**src/rtl/aegs_pkg.sv**
```systemverilog
// shared widths, register indexes, step constants and beat structs
// for the auto exposure / gain step block; no dependencies
package aegs_pkg;

   localparam int BRIGHT_W = 8;
   localparam int GAIN_W   = 16;
   localparam int EXPO_W   = 24;

   localparam int CSR_INDEX_W = 3;
   localparam int CSR_DATA_W  = 24;

   localparam logic [CSR_INDEX_W-1:0] REG_REFERENCE_LEVEL  = 3'd0;
   localparam logic [CSR_INDEX_W-1:0] REG_GAIN_FLOOR       = 3'd1;
   localparam logic [CSR_INDEX_W-1:0] REG_GAIN_CEILING     = 3'd2;
   localparam logic [CSR_INDEX_W-1:0] REG_EXPOSURE_FLOOR   = 3'd3;
   localparam logic [CSR_INDEX_W-1:0] REG_EXPOSURE_CEILING = 3'd4;
   localparam logic [CSR_INDEX_W-1:0] REG_EXPOSURE_ENABLE  = 3'd5;
   localparam logic [CSR_INDEX_W-1:0] REG_GAIN_ENABLE      = 3'd6;

   localparam logic [BRIGHT_W-1:0] RESET_REFERENCE_LEVEL = 8'd128;

   localparam int BRIGHT_FULL = 255;
   localparam int DEAD_BAND   = 13;
   localparam int GAIN_STEP_K = 10;
   localparam int EXPO_STEP_K = 10000;
   localparam int TRADE_GAIN  = 1;
   localparam int TRADE_EXPO  = 1000;

   // step = trunc(k * mag / 255) as (mag * ceil(k * 2^shift / 255)) >> shift,
   // exact for every 8-bit magnitude since 255 * 255 < 2^shift
   localparam int RECIP_SHIFT = 17;
   localparam longint GSTEP_MUL =
      (longint'(GAIN_STEP_K) * (longint'(1) << RECIP_SHIFT) + BRIGHT_FULL - 1) / BRIGHT_FULL;
   localparam longint ESTEP_MUL =
      (longint'(EXPO_STEP_K) * (longint'(1) << RECIP_SHIFT) + BRIGHT_FULL - 1) / BRIGHT_FULL;
   localparam int GMUL_W  = $clog2(GSTEP_MUL + 1);
   localparam int EMUL_W  = $clog2(ESTEP_MUL + 1);
   localparam int GPROD_W = BRIGHT_W + GMUL_W;
   localparam int EPROD_W = BRIGHT_W + EMUL_W;

   localparam int COUNT_W = 3;
   localparam logic [COUNT_W-1:0] ACT_COUNT     = 3'd4;
   localparam logic [COUNT_W-1:0] COUNT_RESTART = 3'd1;

   typedef struct packed {
      logic [EXPO_W-1:0]   current_exposure;
      logic [GAIN_W-1:0]   current_gain;
      logic [BRIGHT_W-1:0] frame_brightness;
   } aegs_item_type;

   typedef struct packed {
      logic [BRIGHT_W-1:0] reference_level;
      logic [GAIN_W-1:0]   gain_floor;
      logic [GAIN_W-1:0]   gain_ceiling;
      logic [EXPO_W-1:0]   exposure_floor;
      logic [EXPO_W-1:0]   exposure_ceiling;
   } aegs_cfg_type;

   typedef struct packed {
      logic [EXPO_W-1:0] new_exposure;
      logic              exposure_write;
      logic [GAIN_W-1:0] new_gain;
      logic              gain_write;
   } aegs_result_type;

endpackage

```
**src/rtl/aegs_calc.sv**
```systemverilog
// correction step for one frame: brightness offset, step sizes, clamps
// depends on aegs_pkg
module aegs_calc (
   input  aegs_pkg::aegs_item_type   item,
   input  logic                      act,
   input  aegs_pkg::aegs_cfg_type    cfg,
   output aegs_pkg::aegs_result_type result
);

   logic [aegs_pkg::BRIGHT_W:0]    diff;
   logic [aegs_pkg::BRIGHT_W-1:0]  mag;
   logic [aegs_pkg::GPROD_W-1:0]   gprod;
   logic [aegs_pkg::EPROD_W-1:0]   eprod;
   logic [aegs_pkg::GPROD_W-aegs_pkg::RECIP_SHIFT-1:0] gstep;
   logic [aegs_pkg::EPROD_W-aegs_pkg::RECIP_SHIFT-1:0] estep;
   logic [aegs_pkg::GAIN_W:0]      gsub, gadd, gtrade;
   logic [aegs_pkg::EXPO_W:0]      esub, eadd, etrade;
   logic [aegs_pkg::GAIN_W-1:0]    gain_dn, gain_up, gain_tr;
   logic [aegs_pkg::EXPO_W-1:0]    expo_dn, expo_up, expo_tr;
   logic                           big_offset;
   logic                           gain_above;
   logic                           expo_below;

   always_comb begin
      diff  = {1'b0, item.frame_brightness} - {1'b0, cfg.reference_level};
      mag   = diff[aegs_pkg::BRIGHT_W] ? aegs_pkg::BRIGHT_W'(-diff)
                                       : diff[aegs_pkg::BRIGHT_W-1:0];
      gprod = aegs_pkg::GPROD_W'(mag) * aegs_pkg::GPROD_W'(aegs_pkg::GSTEP_MUL);
      eprod = aegs_pkg::EPROD_W'(mag) * aegs_pkg::EPROD_W'(aegs_pkg::ESTEP_MUL);
      gstep = gprod[aegs_pkg::GPROD_W-1:aegs_pkg::RECIP_SHIFT];
      estep = eprod[aegs_pkg::EPROD_W-1:aegs_pkg::RECIP_SHIFT];
      big_offset = mag >= aegs_pkg::BRIGHT_W'(aegs_pkg::DEAD_BAND);

      gain_above = item.current_gain > cfg.gain_floor;
      expo_below = item.current_exposure < cfg.exposure_ceiling;

      // downward moves clamp at the floor, borrow means below zero
      gsub   = {1'b0, item.current_gain} - (aegs_pkg::GAIN_W+1)'(gstep);
      gtrade = {1'b0, item.current_gain} - (aegs_pkg::GAIN_W+1)'(aegs_pkg::TRADE_GAIN);
      esub   = {1'b0, item.current_exposure} - (aegs_pkg::EXPO_W+1)'(estep);
      gain_dn = (gsub[aegs_pkg::GAIN_W] || gsub[aegs_pkg::GAIN_W-1:0] < cfg.gain_floor)
                ? cfg.gain_floor : gsub[aegs_pkg::GAIN_W-1:0];
      gain_tr = (gtrade[aegs_pkg::GAIN_W] || gtrade[aegs_pkg::GAIN_W-1:0] < cfg.gain_floor)
                ? cfg.gain_floor : gtrade[aegs_pkg::GAIN_W-1:0];
      expo_dn = (esub[aegs_pkg::EXPO_W] || esub[aegs_pkg::EXPO_W-1:0] < cfg.exposure_floor)
                ? cfg.exposure_floor : esub[aegs_pkg::EXPO_W-1:0];

      // upward moves clamp at the ceiling
      gadd   = {1'b0, item.current_gain} + (aegs_pkg::GAIN_W+1)'(gstep);
      eadd   = {1'b0, item.current_exposure} + (aegs_pkg::EXPO_W+1)'(estep);
      etrade = {1'b0, item.current_exposure} + (aegs_pkg::EXPO_W+1)'(aegs_pkg::TRADE_EXPO);
      gain_up = (gadd > {1'b0, cfg.gain_ceiling})
                ? cfg.gain_ceiling : gadd[aegs_pkg::GAIN_W-1:0];
      expo_up = (eadd > {1'b0, cfg.exposure_ceiling})
                ? cfg.exposure_ceiling : eadd[aegs_pkg::EXPO_W-1:0];
      expo_tr = (etrade > {1'b0, cfg.exposure_ceiling})
                ? cfg.exposure_ceiling : etrade[aegs_pkg::EXPO_W-1:0];

      result = '0;
      if (act) begin
         if (big_offset) begin
            if (!diff[aegs_pkg::BRIGHT_W]) begin
               // too bright
               if (gain_above) begin
                  result.gain_write = 1'b1;
                  result.new_gain   = gain_dn;
               end else begin
                  result.exposure_write = 1'b1;
                  result.new_exposure   = expo_dn;
               end
            end else begin
               // too dark
               if (expo_below) begin
                  result.exposure_write = 1'b1;
                  result.new_exposure   = expo_up;
               end else begin
                  result.gain_write = 1'b1;
                  result.new_gain   = gain_up;
               end
            end
         end else if (gain_above && expo_below) begin
            // near target: trade gain for exposure
            result.gain_write     = 1'b1;
            result.new_gain       = gain_tr;
            result.exposure_write = 1'b1;
            result.new_exposure   = expo_tr;
         end
      end
   end

endmodule

```
**src/rtl/auto_exposure_gain_step_top.sv**
```systemverilog
// top level of the auto exposure / gain step block: stream ports,
// control registers, frame counter and the two-stage pipeline
// depends on aegs_pkg and aegs_calc
//
// an accepted frame is held in the input stage, then the result stage
// throughput: one frame per cycle without rsp stalls, set by the single
//   registered pass through the step multipliers and clamps of aegs_calc
// reset (synchronous, active high): pipeline empty, frame counter zero,
//   control registers at their defaults (reference 128, limits 0, enables 1)
module auto_exposure_gain_step_top (
   input  logic                              clock,
   input  logic                              reset,

   // frame in
   input  logic                              req_tvalid,
   output logic                              req_tready,
   // [7:0] frame_brightness, [23:8] current_gain, [47:24] current_exposure
   input  logic [47:0]                       req_tdata,

   // correction out
   output logic                              rsp_tvalid,
   input  logic                              rsp_tready,
   // [15:0] new_gain, [39:16] new_exposure
   output logic [39:0]                       rsp_tdata,
   // [0] gain_write, [1] exposure_write
   output logic [1:0]                        rsp_tuser,

   // control register writes
   input  logic                              csr_valid,
   output logic                              csr_ready,
   input  logic [aegs_pkg::CSR_INDEX_W-1:0]  csr_index,
   input  logic [aegs_pkg::CSR_DATA_W-1:0]   csr_wdata
);

   // control registers
   aegs_pkg::aegs_cfg_type cfg_ff, cfg_in;
   logic                   exposure_enable_ff, exposure_enable_in;
   logic                   gain_enable_ff, gain_enable_in;

   // frame counter, picks the acting frames
   logic [aegs_pkg::COUNT_W-1:0] count_ff, count_in;

   // input stage
   logic                    s1_valid_ff, s1_valid_in;
   logic                    s1_act_ff, s1_act_in;
   aegs_pkg::aegs_item_type s1_item_ff, s1_item_in;

   // result stage
   logic                      rsp_valid_ff, rsp_valid_in;
   aegs_pkg::aegs_result_type rsp_result_ff, rsp_result_in;
   aegs_pkg::aegs_result_type step_result;

   logic req_beat;
   logic advance;
   logic running;
   logic acting;

   // control writes are always taken
   assign csr_ready = 1'b1;

   // the whole pipeline moves whenever the result slot is free or drains
   assign advance    = !rsp_valid_ff || rsp_tready;
   assign req_tready = !s1_valid_ff || advance;
   assign req_beat   = req_tvalid && req_tready;

   assign running = exposure_enable_ff || gain_enable_ff;
   assign acting  = running && (count_ff >= aegs_pkg::ACT_COUNT);

   always_comb begin
      cfg_in             = cfg_ff;
      exposure_enable_in = exposure_enable_ff;
      gain_enable_in     = gain_enable_ff;
      if (csr_valid && csr_ready) begin
         unique case (csr_index)
            aegs_pkg::REG_REFERENCE_LEVEL:
               cfg_in.reference_level = csr_wdata[aegs_pkg::BRIGHT_W-1:0];
            aegs_pkg::REG_GAIN_FLOOR:
               cfg_in.gain_floor = csr_wdata[aegs_pkg::GAIN_W-1:0];
            aegs_pkg::REG_GAIN_CEILING:
               cfg_in.gain_ceiling = csr_wdata[aegs_pkg::GAIN_W-1:0];
            aegs_pkg::REG_EXPOSURE_FLOOR:
               cfg_in.exposure_floor = csr_wdata[aegs_pkg::EXPO_W-1:0];
            aegs_pkg::REG_EXPOSURE_CEILING:
               cfg_in.exposure_ceiling = csr_wdata[aegs_pkg::EXPO_W-1:0];
            aegs_pkg::REG_EXPOSURE_ENABLE:
               exposure_enable_in = csr_wdata[0];
            aegs_pkg::REG_GAIN_ENABLE:
               gain_enable_in = csr_wdata[0];
            default: ;  // unmapped index, write dropped
         endcase
      end
   end

   // frame counter steps on every accepted frame while either enable is set;
   // an acting frame restarts it so the next act comes four frames later
   always_comb begin
      count_in = count_ff;
      if (req_beat && running) begin
         count_in = acting ? aegs_pkg::COUNT_RESTART : count_ff + 1'b1;
      end
   end

   // input stage holds the frame and whether it acts
   always_comb begin
      s1_valid_in = s1_valid_ff;
      s1_act_in   = s1_act_ff;
      s1_item_in  = s1_item_ff;
      if (req_beat) begin
         s1_valid_in = 1'b1;
         s1_act_in   = acting;
         s1_item_in  = aegs_pkg::aegs_item_type'(req_tdata);
      end else if (advance) begin
         s1_valid_in = 1'b0;
      end
   end

   aegs_calc u_calc (
      .item   (s1_item_ff),
      .act    (s1_act_ff),
      .cfg    (cfg_ff),
      .result (step_result)
   );

   // result stage, loads when it is free or being drained
   always_comb begin
      rsp_valid_in  = rsp_valid_ff;
      rsp_result_in = rsp_result_ff;
      if (advance) begin
         rsp_valid_in  = s1_valid_ff;
         rsp_result_in = step_result;
      end
   end

   always_ff @(posedge clock) begin
      if (reset) begin
         cfg_ff.reference_level  <= aegs_pkg::RESET_REFERENCE_LEVEL;
         cfg_ff.gain_floor       <= '0;
         cfg_ff.gain_ceiling     <= '0;
         cfg_ff.exposure_floor   <= '0;
         cfg_ff.exposure_ceiling <= '0;
         exposure_enable_ff      <= 1'b1;
         gain_enable_ff          <= 1'b1;
         count_ff                <= '0;
         s1_valid_ff             <= 1'b0;
         rsp_valid_ff            <= 1'b0;
      end else begin
         cfg_ff             <= cfg_in;
         exposure_enable_ff <= exposure_enable_in;
         gain_enable_ff     <= gain_enable_in;
         count_ff           <= count_in;
         s1_valid_ff        <= s1_valid_in;
         rsp_valid_ff       <= rsp_valid_in;
      end
   end

   // payload registers, no reset
   always_ff @(posedge clock) begin
      s1_act_ff     <= s1_act_in;
      s1_item_ff    <= s1_item_in;
      rsp_result_ff <= rsp_result_in;
   end

   assign rsp_tvalid = rsp_valid_ff;
   assign rsp_tdata  = {rsp_result_ff.new_exposure, rsp_result_ff.new_gain};
   assign rsp_tuser  = {rsp_result_ff.exposure_write, rsp_result_ff.gain_write};

endmodule

```
**config.mk**
```make
export PLATFORM = sky130hd
export DESIGN_NAME = auto_exposure_gain_step_top
export DESIGN_NICKNAME = d
export VERILOG_FILES = /design/src/rtl/aegs_pkg.sv /design/src/rtl/aegs_calc.sv /design/src/rtl/auto_exposure_gain_step_top.sv
export SDC_FILE = /design/constraint.sdc
export NUM_CORES = 1
export LEC_CHECK = 0
export ABC_CLOCK_PERIOD_IN_PS = 20600
export BUFFER_PORTS_ARGS = -buffer_cell sky130_fd_sc_hd__buf_4
export CAP_MARGIN = 20
export CORE_MARGIN = 5
export CORE_UTILIZATION = 32
export CTS_CLUSTER_DIAMETER = 60
export DETAILED_ROUTE_END_ITERATION = 8
export HOLD_SLACK_MARGIN = 0.15
export PLACE_DENSITY_LB_ADDON = 0.12
export SLEW_MARGIN = 5
export SYNTH_ARGS = -nofsm -noshare
export SYNTH_HDL_FRONTEND = slang
export SYNTH_HIERARCHICAL = 1
export SYNTH_SLANG_ARGS = --single-unit
export TNS_END_PERCENT = 1
```
**constraint.sdc**
```tcl
create_clock -name clock -period 20.6 [get_ports clock]
set_input_delay 1.03 -clock clock [delete_from_list [all_inputs] [get_ports clock]]
set_output_delay 1.03 -clock clock [all_outputs]
set_load 0.02 [all_outputs]
```
* After elaboration in Yosys (flattened, before gate mapping)
Cells that the tools add are included.
Operators by class: multipliers 2, equal/unequal tests 6, $add $sub $neg 9, reductions and logical operators 21, magnitude comparators 10, mux-type cells 17
Operators by type and width (count):
- $mux W42 | 3
- $mux W24 | 3
- $gt A25 B24 Y1 | 2
- $mux W25 | 2
- $lt A24 B24 Y1 | 2
- $mux W16 | 3
- $mux W17 | 2
- $lt A16 B16 Y1 | 2
- $mul A8 B23 Y31 const B | 1
- $add A24 B10 Y25 const B | 1
- $add A24 B14 Y25 | 1
- $sub A24 B14 Y25 | 1
- $mul A8 B13 Y21 const B | 1
- $add A16 B4 Y17 | 1
- $gt A17 B16 Y1 | 1
- $sub A16 B1 Y17 const B | 1
- $sub A16 B4 Y17 | 1
- $gt A16 B16 Y1 | 1
- $reduce_and A2 Y1 | 7
- $eq A3 B3 Y1 const B | 3
- $sub A8 B8 Y9 | 1
- $ge A8 B4 Y1 const B | 1
- $mux W8 | 1
- $neg A8 Y8 | 1
- other kinds (11) | 22
Word-level totals: output and inout bits 45, input bits 80, logic and storage cells 83, flip-flop bits (word level) 186

* Depth between registers and ports, before layout
Gate-level depths: netlist of the first run.
word-level depth 11, mapped depth 51, depth with buffers taken out 48

* Hierarchy
The synthesis of the first run kept the hierarchy.
By module, submodules not included:
- aegs_calc | seq. area each 0.0 sq um, times used 1, area each 12819.8 sq um, cells an instance 1689
- auto_exposure_gain_step_top | seq. area each 4634.4 sq um, times used 1, area each 6273.5 sq um, cells an instance 516

* Worst setup path before layout of the first run
Ideal clock, no wire load.
path kind flip-flop to flip-flop, start register s1_item_ff[0] (netlist name), end register rsp_result_ff (netlist bit rsp_tdata[25]), data pin, buffers on the path 4, setup time 0.256 ns, clock period less this slack 11.163 ns, data required time 20.344 ns, path slack 9.437 ns, data arrival time 10.907 ns, cell stages (with the launch flop) 48, cells stage by stage edfxtp_1 inv_1 ha_1 inv_1 fa_1 a21o_1 a22o_1 o41ai_2 buf_2 o41ai_1 xnor2_1 inv_1 fa_1 xor2_1 ha_1 fa_1 inv_1 fa_1 [12 not listed] clkbuf_1 inv_1 a221oi_1 o41ai_1 o41ai_1 nand2_1 xnor2_1 ha_1 nand4_1 nor4b_1 a211oi_1 nor4bb_1 clkbuf_1 clkbuf_1 nor2_1 a21oi_1 o22ai_1 o211a_1
On the way: word-level cells in the longest chain between the ends 11, elaborated cells between the ends (all ways) 16, classes of those cells 4 x add/sub; 1 x mul; 3 x order compare; 7 x mux; 1 x reduce/logical
Ends and longest elaborated chain:
- start: declaration | line auto_exposure_gain_step_top.sv:46 | aegs_pkg::aegs_item_type s1_item_ff, s1_item_in;
- start signal: assignment | line auto_exposure_gain_step_top.sv:159 | s1_item_ff <= s1_item_in;
- $sub A8 B8 Y9 (*) | line aegs_calc.sv:25 | diff = {1'b0, item.frame_brightness} - {1'b0, cfg.reference_level};
- $neg A8 Y8 | line aegs_calc.sv:26 | mag = diff[aegs_pkg::BRIGHT_W] ? aegs_pkg::BRIGHT_W'(-diff)
- $mux W8 | line aegs_calc.sv:26
- $mul A8 B23 Y31 | line aegs_calc.sv:29 | eprod = aegs_pkg::EPROD_W'(mag) * aegs_pkg::EPROD_W'(aegs_pkg::ESTEP_MUL);
- $sub A24 B14 Y25 | line aegs_calc.sv:40 | esub = {1'b0, item.current_exposure} - (aegs_pkg::EXPO_W+1)'(estep);
- $lt A24 B24 Y1 | line aegs_calc.sv:45 | expo_dn = (esub[aegs_pkg::EXPO_W] || esub[aegs_pkg::EXPO_W-1:0] < cfg.exposure_floor)
- $logic_or A1 B1 Y1 | line aegs_calc.sv:45
- $mux W24 | line aegs_calc.sv:46 | ? cfg.exposure_floor : esub[aegs_pkg::EXPO_W-1:0];
- $mux W25 | line aegs_calc.sv:64 | if (gain_above) begin
- $mux W42 | line aegs_calc.sv:62 | if (!diff[aegs_pkg::BRIGHT_W]) begin
- $mux W42 (*) | line aegs_calc.sv:61 | if (big_offset) begin
- end signal: assignment | line auto_exposure_gain_step_top.sv:160 | rsp_result_ff <= rsp_result_in;
- end: declaration | line auto_exposure_gain_step_top.sv:50 | aegs_pkg::aegs_result_type rsp_result_ff, rsp_result_in;
Every way passes the cells marked *; elsewhere a longest branch is shown, timed or not. A chain may end at the register's enable or synchronous reset.

* Worst setup path in the final report of the first run
start register s1_item_ff[0] (netlist name), end register rsp_result_ff (netlist bit rsp_tdata[31]), data pin
The elaborated chain is that of the path after synthesis.

==> metrics list, run 1 <==
* Status: finished clean
- Once the clock tree was built, the setup fixing pass inserted 0 buffers.
- Worst Path Required: around 21 ns
- Worst relative slew slack: roughly 28%
- Transition time of the tightest slew-check pin: between 1 and 1.5 ns
- Number of core rows: about 90
* Routed via count: 15.9k
- Pre-CTS setup slack: around 7.3 ns
- Clock latency on the worst-skew pair: about 0.5 ns
- CORE AREA: between 50000 and 60000 sq um
- In the synthesized netlist the dominant register cell turns out to be sky130_fd_sc_hd__dfxtp_1.
* Setup ws final: between 7 and 8 ns
* Num CTS Buffers: 17
- Number of gates given a new drive strength after cts: 0
* Number of nets still failing antenna checks after routing: 0
- Post-detail-place hpwl: 49400 um
* Top library cells by usage in the layout, fill and taps aside: sky130_fd_sc_hd__ha_1, sky130_fd_sc_hd__nand2_1, sky130_fd_sc_hd__inv_1
- Die Y-Extent: between 200 and 300 um
- Ratio of cells with drive above 1 in the final layout: a little under a tenth
- Worst-path fanout max: between 40 and 50
- Die footprint: ~65000 sq um
- Summed over all layers, the routed wires come to about 60000 um.
- Antenna violations before repair: 0
- CTS tree: done
* Worst Setup End Kind: register
* Cts hold-fix bufs: 0
* Combined area of all synthesized cells: 19100 sq um
* TritonCTS sink count: 186
* Initial cell density of the core: between 30% and 40%
- Pin count of the biggest net entering global routing: 96
- Number of buffer and inverter stages on the critical path: 6
* Cell chosen for the clock root: sky130_fd_sc_hd__clkbuf_16
- Number of detailed-route iterations in the first pass: 5
- CTS max path bufs: 2
* Overall die width: 254 um
- Total overflow reported by the global router: 0
- Category of the worst setup path launch point: register
- STA puts the critical path data arrival time at around 14 ns.
- Ant. Diodes: 0
- Final critical-path required period: about 13 ns
- The number of placed instances, taps included, is 3016.
* CTS clk-pin slew, worst paths: about 0.08 ns
* Max-slew violation count: 0
- Counting every net in the synthesized netlist gives 2654.
* Mapped Avg Cell Area: approximately 8.7 sq um
- In the final routed layout, each cell accounts on average for about 20 um.
* WS Path Type: register to register
- Final RePlAce weighted congestion: between 0.9 and 1
- Net total in the final layout: about 2.7k
- Class of the tightest hold or removal check: register to register
- P&R area growth vs syn: 11.7%
- Flop and latch count out of synthesis: ~190
- Part of the Yosys area used for sequential elements: roughly a quarter
- # H-tree levels: 4
- The tool flagged a number of max-cap violations equal to 0.
* Ratio of routed vias to standard cells: between 5 and 6
* Number of synthesized flops with an enable pin: a little over 90
- Pin placement for this block handled roughly 130 I/O pins.
- The count of buffers added on input and output ports is ~120.
- In the routed design, unresolved DRC markers number 0.
- On the final layout, the worst clock skew is ~0.024 ns.
* Setup repair after global routing missed its margin: false
- Count of non-filler cells in the finished layout: 3051
* Slowest cell on the critical path: sky130_fd_sc_hd__o41ai_1
- The number of hold violations in the final report is 0.
- Syn Inst Count: approximately 2.2k
- For this run, the top clock speed supported by timing is 75.0 MHz.
* Warnings, synthesis: 6
* Overall global routing resource usage: 18.8%
* Global-route wire length before repair: 94300 um
- Vias in the first global route: ~16k
* Period utilisation layout: approximately 65%
- The library cell used most frequently in the layout, excluding fill and tap cells, is sky130_fd_sc_hd__ha_1.
* Max stage delay on crit path: 0.80 ns
* Post-synth ARST share: 0%
- In the final timing run, aggregate negative setup slack is 0 ns.
* Cell family contributing the most delay on the critical path: compound AO/OA/AOI/OAI gates
- Count of different cell masters after synthesis: just under 80
- Iteration-0 DRC Markers: 909
- Setup violations remaining at the end of the flow were counted as 0.
## final cells by class
| type | instances | area (sq um) |
|---|---|---|
| multi-input cells | 1673 | 13100 |
| well taps | 773 | 967 |
| fillers | 6137 | 37700 |
| repair buffers | 144 | 1140 |
| clock buffers | 17 | 425 |
| clock inverters | 15 | 181 |
| inverters | 243 | 912 |
| flip-flops and latches | 186 | 4630 |
## registers in the layout (all words and copies together) (netlist names)
register            flops
cfg_ff                 88
rsp_tuser               2
s1_item_ff             48
rsp_tdata              40
gain_enable_ff          1
exposure_enable_ff      1
s1_valid_ff             1
rsp_tvalid              1
s1_act_ff               1
count_ff                3
## synthesized netlist by cell type, types with 20 or more instances
master	instances	area share (%)
sky130_fd_sc_hd__ha_1	320	21
sky130_fd_sc_hd__xor2_1	54	2.5
sky130_fd_sc_hd__nor3_1	26	0.68
sky130_fd_sc_hd__mux2i_1	84	4.4
sky130_fd_sc_hd__nand3_1	37	0.97
sky130_fd_sc_hd__edfxtp_1	91	14
sky130_fd_sc_hd__fa_1	49	5.1
sky130_fd_sc_hd__inv_1	243	4.8
sky130_fd_sc_hd__a21oi_1	189	5.0
sky130_fd_sc_hd__nand2_1	248	4.9
sky130_fd_sc_hd__xnor2_1	82	3.8
sky130_fd_sc_hd__nor2_1	125	2.5
sky130_fd_sc_hd__buf_2	20	0.52
sky130_fd_sc_hd__dfxtp_1	95	10
sky130_fd_sc_hd__and3_1	21	0.69
sky130_fd_sc_hd__o21ai_0	89	2.3
sky130_fd_sc_hd__clkbuf_1	58	1.1
sky130_fd_sc_hd__nand2b_1	21	0.69
sky130_fd_sc_hd__a21o_1	28	1.1
sky130_fd_sc_hd__nand4_1	28	0.92
## worst paths after layout
kind	start	to	slack, ns	cells after the start
worst max-delay path	s1_item_ff[0]	rsp_tdata[31]	7.28	44
worst min-delay path	s1_valid_ff	rsp_tvalid	0.44	2
worst max register to register	s1_item_ff[0]	rsp_tdata[31]	7.28	44
worst min register to register	s1_valid_ff	rsp_tvalid	0.44	2
## worst min-delay path, stage by stage, from the launching register on
cell and delay, ns:
sky130_fd_sc_hd__dfxtp_1 0.31, sky130_fd_sc_hd__inv_1 0.05, sky130_fd_sc_hd__a21oi_1 0.05
## through the flow
step	hold WS, ns	utilization [%]	area (sq um)
3_3_place_gp	0.430	35.0	20600
3_5_place_dp	0.439	35.0	20700
2_1_floorplan	0.421	-	19100
5_1_grt	0.470	36.1	21300
6_report	0.444	36.1	21300
4_1_cts	0.446	36.0	21300
## logic make-up after synthesis
kind of cell	synth area share, %
mux	4.46
simple gates	14.6
fa+ha+maj	26.1
buf+inv	7.52
flops	24.3
compound gates	16.6
other cells	0.0196
xor+xnor	6.38
## routing by layer
layer  GRT usage (%)  routed length, um  up-vias
met5               0                  0        -
met2            31.3              29100      325
li1                -                  -     7857
met4            6.31               1720        0
met3            2.37               2210       64
met1            25.5              28400     7644
Power of run 1 is left out: the tool's default activity adds up to more than one toggle a clock period on the data nets, which glitch-free logic cannot reach.
==> run 2: changes to the inputs <==
Settings changed: ABC_AREA from default to 1, ABC_CLOCK_PERIOD_IN_PS 20600 to 13900.
Clock period 20.6 ns to 13.9 ns, I/O delays scaled along.
==> run 2 against run 1 <==
Worst hold slack worse by 0.084 ns. First-iteration DRC count is 120% higher. Critical path depth stayed put. Count of clock-buffer cells in the layout is 1 higher. Setup slack worse by 4.3 ns. Final area is 12% higher. Non-clock buffer count is 10 lower. Sequential share of layout area is 2.3 points lower. Area after synthesis is 13% higher. Global-route usage is 2.2 points higher. Die area is 12% higher.
==> metrics list, run 2 <==
* Worst relative slew slack: between 30% and 40%
* Combined area of all synthesized cells: approximately 22000 sq um
- More flip-flops sit in one register than any other, and that register is cfg_ff.
- The worst path meets setup with ~3 ns of slack.
- Buffers added to address setup during post-CTS repair amount to 0.
* Top library cells by usage in the layout, fill and taps aside: sky130_fd_sc_hd__nand2_1, sky130_fd_sc_hd__inv_1, sky130_fd_sc_hd__nor2_1
* Cell chosen for the clock root: sky130_fd_sc_hd__clkbuf_16
- After routing, the total negative slack on setup checks comes to 0 ns.
- Max stage delay on crit path: between 0.5 and 0.6 ns
- CTS clk-pin slew, worst paths: roughly 0.09 ns
- The worst register-to-register path begins at s1_item_ff[0].
- The number of nets in the synthesized netlist is 3650.
- Status: finished clean
- Buffers placed on the I/O ports in this run total about 120.
- around 130 I/O pins were placed.
- Num CTS Buffers: 17
* Count of different cell masters after synthesis: 54
* Mapped Avg Cell Area: a little under 7 sq um
- Reg2Reg Setup Slack: ~3 ns
- In the final layout, the share of cells above drive strength 1 is between 6 and 7%.
- P&R area growth vs syn: 10.6%
- Number of gates given a new drive strength after cts: 0
- Routed via count: roughly 21k
- Using the TritonRoute via totals, the vias-per-cell ratio works out to roughly 5.0.
- Part of the Yosys area used for sequential elements: between 20% and 30%
- The number of hold violations in the final report is 0.
- In this run the worst path has a maximum fanout of 28.
* Max Clock Skew: ~0.022 ns
- Final critical-path required period: 10.91 ns
- Portion of synthesized cell area occupied by the leading cell type: between 10% and 20%
- For this block, the routed nets add up to between 70000 and 80000 um of wire.
- TritonCTS sink count: about 190
- The library cell used most frequently in the layout, excluding fill and tap cells, is sky130_fd_sc_hd__nand2_1.
* Worst endpoint data arrival time: between 10 and 15 ns
- In the final design database the tool counted about 3.7k nets.
* Slowest cell on the critical path: sky130_fd_sc_hd__fa_1
- Of the available clock period, the critical path in the final layout requires 78.5%.
* Endpoint of the worst-slack reg-to-reg timing path: rsp_tdata[22]
* Max-slew violation count: 0
- Sorting the synthesized cells by how often they occur yields sky130_fd_sc_hd__nand2_1, sky130_fd_sc_hd__inv_1, sky130_fd_sc_hd__nor2_1.
- Worst Hold Endpoint: s1_item_ff[45]
- The number of global-route vias before repair is a little over 20k.
- CORE AREA: between 60000 and 70000 sq um
- The biggest area contributor in the post-synthesis netlist is sky130_fd_sc_hd__ha_1.
- Entering global routing, the biggest net connects 94 pins.
- Worst Setup End Kind: register
- # H-tree levels: 4
- The path class of the tightest hold or removal check is primary input to register.
* Maximum capacitance violations: 0
- In this run, the number of DRC markers left after iteration 0 of detailed routing was 1996.
- Flop and latch count out of synthesis: 186
- Number of core rows: 95
- Util after Layout: roughly 36%
- Overall global routing resource usage: 21.1%
- In this design, the critical path's most frequently occurring cell is sky130_fd_sc_hd__nand2_1.
- Most instantiated library cell after synthesis: sky130_fd_sc_hd__nand2_1
- Before CTS, the worst setup slack after placement is 2.64 ns.
- Worst Path Required: 14.21 ns
- Post-synth ARST share: 0%
- The longest clock path from root to sink contains 2 buffers.
- Reg2Reg Depth: between 40 and 50
* Number of synthesized flops with an enable pin: slightly above 90
* Clock latency on the worst-skew pair: 0.50 ns
- Static timing analysis puts the maximum clock frequency at 91.6 MHz.
- Setup violations remaining at the end of the flow were counted as 0.
- Number of detailed-route iterations in the first pass: 5
- At the end of routability-driven placement, the weighted congestion stood at just over 0.9.
- After global routing the overflow that remains totals 0.
- Hold wc startpoint: req_tdata[45]
- The cell count after synthesis came out at ~3.2k.
- Post-detail-place hpwl: between 60000 and 70000 um
* Die footprint: 72700 sq um
- CTS tree: done
* Ant. Diodes: 0
* Global-route wire length before repair: about 120000 um
* Transition time of the tightest slew-check pin: roughly 0.97 ns
* Antenna violations before repair: 1
* Die Y-Extent: 270 um
- Most used flip-flop cell after synthesis: sky130_fd_sc_hd__dfxtp_1
- The setup path with the least slack is of type register to register.
- Once the floorplan was initialized, standard cells occupied between 30% and 40% of the core.
- In the post-synthesis netlist, the biggest area contributors are sky130_fd_sc_hd__ha_1, sky130_fd_sc_hd__edfxtp_1, sky130_fd_sc_hd__nand2_1.
- Overall die width: 270 um
- Cts hold-fix bufs: 0
- The count of nets left with antenna violations once routing finished came out at 0.
- The register with the most flip-flops in the layout has 88 of them.
- Number of cells traversed by the worst hold path: 1
* Setup repair after global routing missed its margin: false
* WL per Instance: ~19 um
- The Yosys step of the flow raised 6 warnings.
* Category of the worst setup path launch point: register
- For this run, design rule violations remaining after detail routing come to 0.
## run 2: changes by cell type in the layout (fill, tap and decap cells not counted), sizes merged, moves of 19 or more
cell | before | now
and3 | 21 | 2
nand2 | 248 | 632
o22ai | 22 | 0
nand2b | 21 | 0
nor2 | 125 | 418
mux2i | 84 | 0
o21ai | 92 | 157
xor2 | 54 | 92
nand3 | 38 | 387
xnor2 | 83 | 7
inv | 250 | 529
## run 2: kinds of logic (layout without fill, tap and decap cells)
logic type / Yosys count / count (layout) / synth area share (%)
flops: 186 / 186 / 21.5
simple gates: 1548 / 1548 / 30.6
buf+inv: 619 / 691 / 11.2
other cells: 1 / 1 / 0.0174
fa+ha+maj: 369 / 369 / 23.1
compound gates: 379 / 379 / 9.58
xor+xnor: 99 / 99 / 4.02
## run 2: per-layer routing
layer / wire length, um / GRT usage (%)
met5: 0 / 0
met3: 4150 / 3.04
met1: 39000 / 31.2
met4: 1560 / 5.19
met2: 33400 / 32.3
## run 2: how the worst max path moves through the flow
| stage | startpoint | end | slack (ns) | cells after the start |
|---|---|---|---|---|
| 2_1_floorplan | s1_item_ff[0] | rsp_tdata[34] | 5.16 | 53 |
| 3_3_place_gp | s1_item_ff[0] | rsp_tdata[20] | 2.60 | 42 |
| 3_5_place_dp | s1_item_ff[0] | rsp_tdata[22] | 2.64 | 43 |
| 4_1_cts | s1_item_ff[0] | rsp_tdata[22] | 2.55 | 43 |
| 5_1_grt | s1_item_ff[0] | rsp_tdata[22] | 2.10 | 48 |
| 6_report | s1_item_ff[0] | rsp_tdata[22] | 2.99 | 44 |
## run 2: cell type report
class / instances / area, sq um
timing repair buffer: 134 / 1030
inverter: 525 / 1980
clock inverter: 14 / 146
sequential: 186 / 4630
fill: 7243 / 43200
clock buffer: 18 / 450
multi-input combinational: 2396 / 14500
tap: 873 / 1090
## run 2: per-stage QoR
| stage | instance area, sq um | hold slack (ns) | std cells |
|---|---|---|---|
| 5_1_grt | 23900 | 0.332 | 4146 |
| 2_1_floorplan | 21600 | 0.424 | 3201 |
| 3_5_place_dp | 23200 | 0.438 | 4113 |
| 6_report | 23900 | 0.360 | 4146 |
| 3_3_place_gp | 23200 | 0.437 | 4113 |
| 4_1_cts | 23800 | 0.322 | 4145 |
## run 2: critical path, delay by kind of cell, from the launching register on
kind / cells / cell delay [ns]
flip-flops: 1 / 0.37
buffers and inverters: 9 / 1.21
XOR/XNOR: 2 / 0.81
adder cells (fa/ha/maj): 9 / 3.72
AO/OA/AOI/OAI: 3 / 1.01
AND/OR/NAND/NOR: 21 / 3.58
Power of run 2 is left out for the same reason.
==> run 3: changes to the inputs <==
Settings changed: ABC_CLOCK_PERIOD_IN_PS 13900 to 9700.
Clock period 13.9 ns to 9.7 ns, I/O delays scaled along.
==> run 3 against run 2 <==
Final area is 6.6% higher. Non-clock buffer count is 114 higher. Worst hold slack worse by 0.18 ns. Wire length is 0.71% higher. Critical endpoint is now rsp_tdata[23]. Critical path depth is 4 higher. Clock skew is 0.0018 ns lower. Fmax is 17% higher. Utilization is 2.3 points higher. Critical path type unchanged. Final cell count is 2.7% higher. Setup slack worse by 2.6 ns. Global-route usage is 0.11 points lower. Sequential cell count stayed put.
==> metrics list, run 3 (synthesis gave the netlist of run 2 again) <==
* Global-route wire length before repair: ~120000 um
- Worst relative slew slack: 34.7%
* Routed via count: around 22k
* Slowest cell on the critical path: sky130_fd_sc_hd__fa_1
- Transition time of the tightest slew-check pin: just under 1 ns
- The worst register-to-register path begins at s1_item_ff[0].
- Initial cell density of the core: 32.2%
- Class of the tightest hold or removal check: primary input to register
- Excluding fillers, the count of instances in the completed layout stands at approximately 4.3k.
- Post-detail-place hpwl: around 65000 um
* # H-tree levels: 4
* Worst-path fanout max: 13
- Setup repair after global routing could not meet its margin everywhere.
* Worst endpoint data arrival time: roughly 9.6 ns
- Vias in the first global route: between 20k and 25k
- The register with the most flip-flops in the layout has 88 of them.
* Ant. Diodes: 0
- The run finished with clean final reports.
- The worst hold path begins at req_tdata[11].
- The total count of max-transition violations in the final report was 0.
- Most common cell after layout, fill and taps aside: sky130_fd_sc_hd__nand2_1
* Standard cell area after detailed placement: 23700 sq um
- For this run, the top clock speed supported by timing is around 110 MHz.
- Total overflow reported by the global router: 0
- Launching element of the worst setup path: s1_item_ff[0]
- The layout has roughly 7.2k filler cells.
- Post-route design area: approximately 25000 sq um
- In this run the standard cell core region covers 67000 sq um.
- CTS clk-pin slew, worst paths: roughly 0.08 ns
- The number of hold violations in the final report came to 0.
- Once layout is complete, the utilization of the core stands at a little under two fifths.
- In this run, placement finished with an instance count of 4174.
- Cell chosen for the clock root: sky130_fd_sc_hd__clkbuf_16
- Net total in the final layout: between 3k and 4k
- Summed over all layers, the routed wires come to between 70000 and 80000 um.
- Pin count of the biggest net entering global routing: 94
- Maximum capacitance violations: 0
- For the worst setup path, the data required time is about 10 ns.
- Among the stages of the critical path, the cell type that occurs most often is sky130_fd_sc_hd__nand2_1.
- Before antenna repair, the detailed router went through 6 iterations.
- Max Clock Skew: 0.0205 ns
- For this run, the slowest stage of the critical path takes approximately 0.57 ns.
* WS Path Type: register to register
- Clock latency on the worst-skew pair: about 0.50 ns
- Category of the worst setup path launch point: register
* Final setup fails: 0
- WL per Instance: 18.5 um
* Top library cells by usage in the layout, fill and taps aside: sky130_fd_sc_hd__nand2_1, sky130_fd_sc_hd__inv_1, sky130_fd_sc_hd__nor2_1
- STA classifies the critical path endpoint as a register.
- Final RePlAce weighted congestion: about 0.95
* Die footprint: approximately 73000 sq um
* Period utilisation layout: 95.9%
- The die is between 200 and 300 um wide.
- Die Y-Extent: about 270 um
- In the routed layout, each cell is associated on average with a via count of approximately 5.
- In this run the count of I/O pins placed on the die edge is ~130.
- Number of nets still failing antenna checks after routing: 0
* Number of core rows: 95
- Measured in cells, the most critical reg-to-reg path has a length of 48.
- Hold timing on the final database bottoms out at a slack of around 0.18 ns.
* TritonCTS sink count: 186
- Buffers placed on the I/O ports in this run total 123.
- P&R area growth vs syn: 17.9%
- Num CTS Buffers: 17
- Iteration-0 DRC Markers: about 2k
- Final critical-path required period: a little over 9 ns
- Global routing used between 20% and 30% of the available tracks across all layers.
* Antenna violations before repair: 0
* CTS max path bufs: 2
* Ratio of cells with drive above 1 in the final layout: between 10% and 20%
- The register with the most flip-flops in the final layout is cfg_ff.
* Number of cells traversed by the worst hold path: 1
- TritonCTS built the clock tree.
* Number of DRC violations after detailed routing: 0
==> run 3: changes by cell type in the layout (fill, tap and decap cells not counted), sizes merged <==
cell | previous run | this run
inv | 529 | 527
buf | 134 | 209
dlygate4sd3 | 0 | 39
clkinvlp | 0 | 1
clkinv | 10 | 11
==> run 3: area by class of cell <==
class | count | area (sq um) | area share (%)
clock buffer | 18 | 450 | 1.77
clock inverter | 14 | 134 | 0.526
inverter | 525 | 1980 | 7.79
multi-input combinational | 2396 | 15100 | 59.4
sequential | 186 | 4630 | 18.2
tap | 873 | 1090 | 4.30
timing repair buffer | 248 | 2020 | 7.95
==> run 3: critical path, delay by kind of cell (launching register included) <==
family / cells / cell delay [ns]
adders and majority gates: 9 / 3.74
and+or+nand+nor: 22 / 2.58
buffers and inverters: 11 / 1.02
AOI/OAI and AO/OA: 4 / 0.76
xor gates and xnor gates: 2 / 0.66
DFF: 1 / 0.33
==> run 3: path summary, 6_finish.rpt <==
kind	slack [ns]	endpoint
min reg2reg	0.46	rsp_tvalid
max reg2reg	0.40	rsp_tdata[23]
min	0.18	s1_item_ff[11]
max	0.40	rsp_tdata[23]
==> run 3: through the flow <==
step	setup TNS [ns]	setup WS, ns
floorplan	0	0.963
global placement	-0.392	-0.181
detailed placement	-1.30	-0.232
CTS	0	0.0153
global route	-0.591	-0.0800
finish	0	0.401
==> run 3: repair_timing <==
action                                  4_1_cts  5_1_grt
hold endpoints to repair                     40        0
buffers inserted                              1       12
gates resized for setup                       8      128
pin swaps                                     1       36
hold buffers                                 39        0
endpoints found under the setup margin       24       38
==> run 3: layer usage <==
metal | vias to the layer above | global-route usage (%) | wire length, um
met1 | 10200 | 30.5 | 37900
met2 | 639 | 32.5 | 34400
met4 | 0 | 5.00 | 1440
met3 | 69 | 3.49 | 4900
met5 | - | 0 | 0
li1 | 10700 | - | -
Power of run 3 is left out for the same reason.
